--- src/hw/rtl/odo_pkg.sv ---
// Shared constants, types and the arctangent table for the differential drive odometry block.
package odo_pkg;

	localparam int unsigned POSITION_BITS_DEF = 48;
	localparam int unsigned TRIG_STEPS_DEF    = 24;

	localparam int CFG_INDEX_BITS = 4;
	localparam logic [CFG_INDEX_BITS-1:0] REG_DIST_PER_TICK = 4'd0;
	localparam logic [CFG_INDEX_BITS-1:0] REG_TURN_GAIN     = 4'd1;

	localparam logic [31:0] DIST_PER_TICK_RESET = 32'd5262285;
	localparam logic [31:0] TURN_GAIN_RESET     = 32'd2065151925;

	// CORDIC start vector: 2^30 divided by the CORDIC gain
	localparam logic signed [33:0] CORDIC_X0 = 34'sd652032874;

	localparam logic [13:0] RATE_SCALE = 14'd15625;
	localparam logic [31:0] RATE_POS_MAX = 32'h7FFF_FFFF;
	localparam logic [31:0] RATE_NEG_MAX = 32'h8000_0000;

	localparam logic [31:0] ATAN_TAB [32] = '{
		32'h20000000, 32'h12E4051D, 32'h09FB385B, 32'h051111D4, 32'h028B0D43, 32'h0145D7E1,
		32'h00A2F61E, 32'h00517C55, 32'h0028BE53, 32'h00145F2E, 32'h000A2F98, 32'h000517CC,
		32'h00028BE6, 32'h000145F3, 32'h0000A2F9, 32'h0000517C, 32'h000028BE, 32'h0000145F,
		32'h00000A2F, 32'h00000517, 32'h0000028B, 32'h00000145, 32'h000000A2, 32'h00000051,
		32'h00000028, 32'h00000014, 32'h0000000A, 32'h00000005, 32'h00000002, 32'h00000001,
		32'h00000000, 32'h00000000
	};

	typedef enum logic [3:0] {
		MUL_NONE,
		MUL_MEAN,
		MUL_DMAG,
		MUL_THI,
		MUL_TLO,
		MUL_XLO,
		MUL_XHI,
		MUL_YLO,
		MUL_YHI
	} mul_op_t;

	typedef struct packed {
		logic    take;
		logic    load;
		mul_op_t mul;
		logic    trig_start;
		logic    apply_x;
		logic    apply_y;
		logic    div_start;
		logic    div_sel;
		logic    take_lin;
		logic    take_ang;
		logic    out_load;
	} odo_cmd_t;

	typedef struct packed {
		logic trig_busy;
		logic div_busy;
		logic dt_zero;
	} odo_sts_t;

endpackage

--- src/hw/rtl/odo_ctrl.sv ---
// Odometry controller: sequences multiplies, CORDIC, rate divisions and the result transaction.
module odo_ctrl (
	input  logic              clk,
	input  logic              arst_n,
	input  logic              in_valid,
	output logic              in_stall,
	output logic              out_valid,
	input  logic              out_stall,
	input  odo_pkg::odo_sts_t sts,
	output odo_pkg::odo_cmd_t cmd
);
	import odo_pkg::*;

	typedef enum logic [17:0] {
		ST_IDLE  = 18'h00001,
		ST_MEAN  = 18'h00002,
		ST_DMAG  = 18'h00004,
		ST_BUB   = 18'h00008,
		ST_THI   = 18'h00010,
		ST_TLO   = 18'h00020,
		ST_WTRIG = 18'h00040,
		ST_XLO   = 18'h00080,
		ST_XHI   = 18'h00100,
		ST_YLO   = 18'h00200,
		ST_YHI   = 18'h00400,
		ST_APX   = 18'h00800,
		ST_APY   = 18'h01000,
		ST_DLS   = 18'h02000,
		ST_DLW   = 18'h04000,
		ST_DAS   = 18'h08000,
		ST_DAW   = 18'h10000,
		ST_OUT   = 18'h20000
	} state_t;

	state_t state_q, state_d;
	logic   primed_q, out_valid_q;
	logic   out_free;

	assign out_free = !out_valid_q || !out_stall;

	always_comb begin
		state_d = state_q;
		cmd     = '0;
		cmd.mul = MUL_NONE;
		unique case (state_q)
			ST_IDLE: begin
				cmd.take = in_valid;
				cmd.load = in_valid && primed_q;
				if (in_valid && primed_q) begin
					state_d = ST_MEAN;
				end
			end
			ST_MEAN: begin
				cmd.mul        = MUL_MEAN;
				cmd.trig_start = 1'b1;
				state_d        = ST_DMAG;
			end
			ST_DMAG: begin
				cmd.mul = MUL_DMAG;
				state_d = ST_BUB;
			end
			ST_BUB: state_d = ST_THI;
			ST_THI: begin
				cmd.mul = MUL_THI;
				state_d = ST_TLO;
			end
			ST_TLO: begin
				cmd.mul = MUL_TLO;
				state_d = ST_WTRIG;
			end
			ST_WTRIG: begin
				if (!sts.trig_busy) begin
					state_d = ST_XLO;
				end
			end
			ST_XLO: begin
				cmd.mul = MUL_XLO;
				state_d = ST_XHI;
			end
			ST_XHI: begin
				cmd.mul = MUL_XHI;
				state_d = ST_YLO;
			end
			ST_YLO: begin
				cmd.mul = MUL_YLO;
				state_d = ST_YHI;
			end
			ST_YHI: begin
				cmd.mul = MUL_YHI;
				state_d = ST_APX;
			end
			ST_APX: begin
				cmd.apply_x = 1'b1;
				state_d     = ST_APY;
			end
			ST_APY: begin
				cmd.apply_y = 1'b1;
				state_d     = sts.dt_zero ? ST_OUT : ST_DLS;
			end
			ST_DLS: begin
				cmd.div_start = 1'b1;
				state_d       = ST_DLW;
			end
			ST_DLW: begin
				if (!sts.div_busy) begin
					cmd.take_lin = 1'b1;
					state_d      = ST_DAS;
				end
			end
			ST_DAS: begin
				cmd.div_start = 1'b1;
				cmd.div_sel   = 1'b1;
				state_d       = ST_DAW;
			end
			ST_DAW: begin
				cmd.div_sel = 1'b1;
				if (!sts.div_busy) begin
					cmd.take_ang = 1'b1;
					state_d      = ST_OUT;
				end
			end
			ST_OUT: begin
				// hold until the output register is free
				if (out_free) begin
					cmd.out_load = 1'b1;
					state_d      = ST_IDLE;
				end
			end
			default: state_d = ST_IDLE;
		endcase
	end

	always_ff @(posedge clk or negedge arst_n) begin
		if (!arst_n) begin
			state_q     <= ST_IDLE;
			primed_q    <= 1'b0;
			out_valid_q <= 1'b0;
		end else begin
			state_q <= state_d;
			if (cmd.take) begin
				primed_q <= 1'b1;
			end
			if (cmd.out_load) begin
				out_valid_q <= 1'b1;
			end else if (!out_stall) begin
				out_valid_q <= 1'b0;
			end
		end
	end

	assign in_stall  = (state_q != ST_IDLE);
	assign out_valid = out_valid_q;

endmodule

--- config.mk ---
export PLATFORM = sky130hd
export DESIGN_NAME = odo_ctrl
export DESIGN_NICKNAME = d
export VERILOG_FILES = /design/src/hw/rtl/odo_pkg.sv /design/src/hw/rtl/odo_ctrl.sv
export SDC_FILE = /design/constraint.sdc
export NUM_CORES = 1
export LEC_CHECK = 0
export BUFFER_PORTS_ARGS = -buffer_cell sky130_fd_sc_hd__buf_2
export CORE_AREA = 8 8 53 66
export CTS_CLUSTER_SIZE = 12
export DETAILED_ROUTE_END_ITERATION = 7
export DIE_AREA = 0 0 61 74
export GPL_TIMING_DRIVEN = 0
export PLACE_DENSITY = 0.74
export RECOVER_POWER = 50
export SLEW_MARGIN = 20
export SYNTH_ARGS = -nofsm -noshare
export SYNTH_HDL_FRONTEND = slang
export SYNTH_SLANG_ARGS = --single-unit
export TNS_END_PERCENT = 30
--- constraint.sdc ---
create_clock -name clk -period 2.3 [get_ports clk]
set_input_delay 0.23 -clock clk [delete_from_list [all_inputs] [get_ports clk]]
set_output_delay 0.23 -clock clk [all_outputs]
set_load 0.01 [all_outputs]
==> results.md <==
* PD cells at 760 mW/mm^2
* Crit path time final at 2420 ps
* # port buffers at 22
* GR Overflow Total at 0
* Area grow syn2layout at 38.7%
* Area share of the largest cell type after synthesis at 37.5%
* Clock Skew at 1.77 ps
* # placed instances at 190
* Post-Synth Adder-Cell Area at 0%
* Average cell area after synthesis at 9.47 um^2
* Routed WL at 3.44 mm
* Placement Rows at 21
* Post-Place Setup Slack at -61.1 ps
* RSZ-0062 raised after global routing: yes
* Seq cells post-synth at 20
* CP endpoint: cmd[9]
* Die area at 0.00451 mm^2
* Layout cell share with drive strength beyond 1 at 47.0%
* CP max FO at 5
* Worst r2r path cells at 10
* Die height at roughly 74 um
* First-pass GRT wire length at 5.40 mm
* # DRC at 0
* Routed len/inst at 16.0 um
* Vias/cell at 5.83
* GP Congestion at 0.869
* Commonest cells post-synth: dfrtp_1 (19), nor2_1 (15), nand2_1 (10), nor4_1 (9)
* Startpoint Class: flop
* Fillers at between 200 and 250
* Clk Tree Root Cell: clkbuf_4
* Clock-pin slew on the worst setup and hold paths at 110 ps
* Die Wd at 61 um
* Synth Area in Compound Gates at 6.41%
* Ys flop type: dfrtp_1
* Worst supply voltage drop on vdd at 0.000847 V
* Failing checks: setup timing
* Mux cell area share after synthesis at 0%
* Max_slew headroom at about a quarter
* Max-cap violations at 0
* Syn_nets at roughly 140
* Worst setup EP type: primary output
* DP Wirelength at 2.22 mm
* CTS Buffer Depth at 2
* Post-synth ARST share at 100%
* Drt initial violations at 81
* R2R Setup Slk at 50 ps
* Initial core utilization at between 40% and 50%
* CTS H-tree lvls at 1
* Max Freq at between 0.4 and 0.5 GHz
* Core ar. at 0.00255 mm^2
* Largest net degree at the start of global routing at 21
* Synthesized instance count at 134
* Post-Synth Simple-Gate Area at 46.4%
* Largest family of logic cells by synthesized area: simple AND/OR/NAND/NOR gates
* Final-report max-slew violation count at 0
* Worst skew pair latency at 300 ps
* WS Path Type: flop to primary output
* Post-synthesis xor/xnor area fraction at 4.83%
* Final Setup Violations at 4
* Pre-antenna DRT Iters at 6
* Mapped cell area at 0.00127 mm^2
* Reg area at around 510 um^2
* Diode count at 0
* Leakage at 0.829 nW
* Synth area leaders: dfrtp_1 (37%), nor4_4 (5.0%), nor2_1 (4.4%), nor4_1 (4.4%), nor4b_1 (3.5%)
* Fin nets at 189
* Total I/O pin count at 23
* Post-synth EDFFs at 0
* Worst hold path type: input port to flop
* RR Endpoint: state_q[0]
* Setup ws final at -118 ps
* Hold Fails Final Rpt at 0
* TritonCTS clock tree: done
* Synth unique cells at 42
* Area of the multi-input gates at between 800 and 900 um^2
* Number of global-route vias before repair at roughly 1,200
* Vias at approximately 1,300
* Initial antenna violation count at 0
* Remaining antenna violation count at 0
* Worst slew pin tran at around 1100 ps
* Total track usage at 15.6%
* Yosys warns at 0
* Most common cell in the netlist: dfrtp_1
* Critical R2R Launch: state_q[14]
* WP data required at 2070 ps
* Sequential-to-total area share from yosys stat at 39.5%
* CP arrival at 2190 ps
* Leading area contributor after synthesis: dfrtp_1
* Finished Layout Cells at 215
* Clock sink count at 20
* CTS Buf Count at 3
* Status: complete, but fails checks
* CP startpoint: state_q[10]
* Period utilization at 105%
## layer usage
| metal | GRT usage, % | routed length [um] | vias to the layer above |
|---|---|---|---|
| li1 | - | - | 599 |
| met1 | 18.9 | 1440 | 606 |
| met2 | 25.2 | 1740 | 42 |
| met3 | 4.33 | 195 | 7 |
| met4 | 6.49 | 64 | 0 |
| met5 | 0 | 0 | - |
## cell type report
cell class	count	area share [%]
multi-input combinational	108	48.8
sequential	20	29.0
tap	34	2.42
clock buffer	4	1.49
inverter	1	0.213
buffer	5	2.06
timing repair buffer	43	16.0
## critical path, cell delays in order, from the launching register on
cell	delay, ps
dfrtp_2	440
nor4_4	440
nand4_1	180
or3_4	380
nor3b_4	190
or3_1	130
buf_2	120
## worst min path at each step
stage / start / end / slack (ps) / cells after the start
4_1_cts: sts[0] / state_q[13] / 80 / 2
3_5_place_dp: arst_n / state_q[7] / 210 / 1
2_1_floorplan: arst_n / out_valid / -70 / 0
5_1_grt: sts[0] / state_q[13] / 70 / 2
3_3_place_gp: arst_n / state_q[5] / 200 / 1
6_report: sts[0] / state_q[13] / 80 / 2
## where the power goes
group | switching (mW) | internal [mW] | total, mW
combinational | 0.383 | 0.329 | 0.711
clock | 0.108 | 0.0677 | 0.176
sequential | 0.0597 | 0.390 | 0.449
total | 0.550 | 0.786 | 1.34
## kinds of logic (layout without fill, tap and decap cells)
| group | count (synthesis) | count (layout) |
|---|---|---|
| xor+xnor | 7 | 7 |
| simple gates | 88 | 88 |
| compound gates | 13 | 13 |
| buf+inv | 6 | 53 |
| flops | 20 | 20 |
## layout by cell type (no fill, tap or decap), types with 3 or more instances in the layout
| master | n |
|---|---|
| dfrtp_1 | 12 |
| clkbuf_1 | 4 |
| clkbuf_4 | 3 |
| nand2b_1 | 5 |
| nand2_1 | 8 |
| and3_1 | 3 |
| nor4_1 | 8 |
| buf_6 | 5 |
| buf_4 | 18 |
| buf_2 | 20 |
| nor3_1 | 4 |
| or3_1 | 3 |
| nor2_1 | 12 |
| and4b_1 | 3 |
| nor4b_1 | 3 |
| nand4_1 | 4 |
| dfrtp_2 | 7 |
| nor4_4 | 4 |
| xnor2_1 | 5 |
| a21oi_1 | 4 |
## per-stage QoR
step | TNS (ps) | utilization, % | hold slack, ps | cell area, um^2 | total power, mW
2_1_floorplan | 0 | - | -65.6 | 1270 | 0.804
3_3_place_gp | -45.9 | 55.8 | 204 | 1420 | 0.928
3_5_place_dp | -68.6 | 55.8 | 205 | 1420 | 0.935
4_1_cts | -298 | 62.8 | 75.3 | 1600 | 1.20
5_1_grt | -1350 | 69.0 | 73.7 | 1760 | 1.42
6_report | -307 | 69.0 | 78.6 | 1760 | 1.34
## repair_timing
| action | 4_1_cts | 5_1_grt |
|---|---|---|
| pin swaps | 8 | 13 |
| setup buffers | 11 | 9 |
| hold buffers | 1 | 0 |
| resized for setup | 16 | 21 |
| endpoints found under the hold margin | 19 | 0 |
| endpoints found under the setup margin | 8 | 13 |
## sequential cells by signal, indices dropped and copies added (netlist names)
register   count
out_valid      1
primed_q       1
state_q       18
No activity file was read; power rests on OpenSTA's default activity.
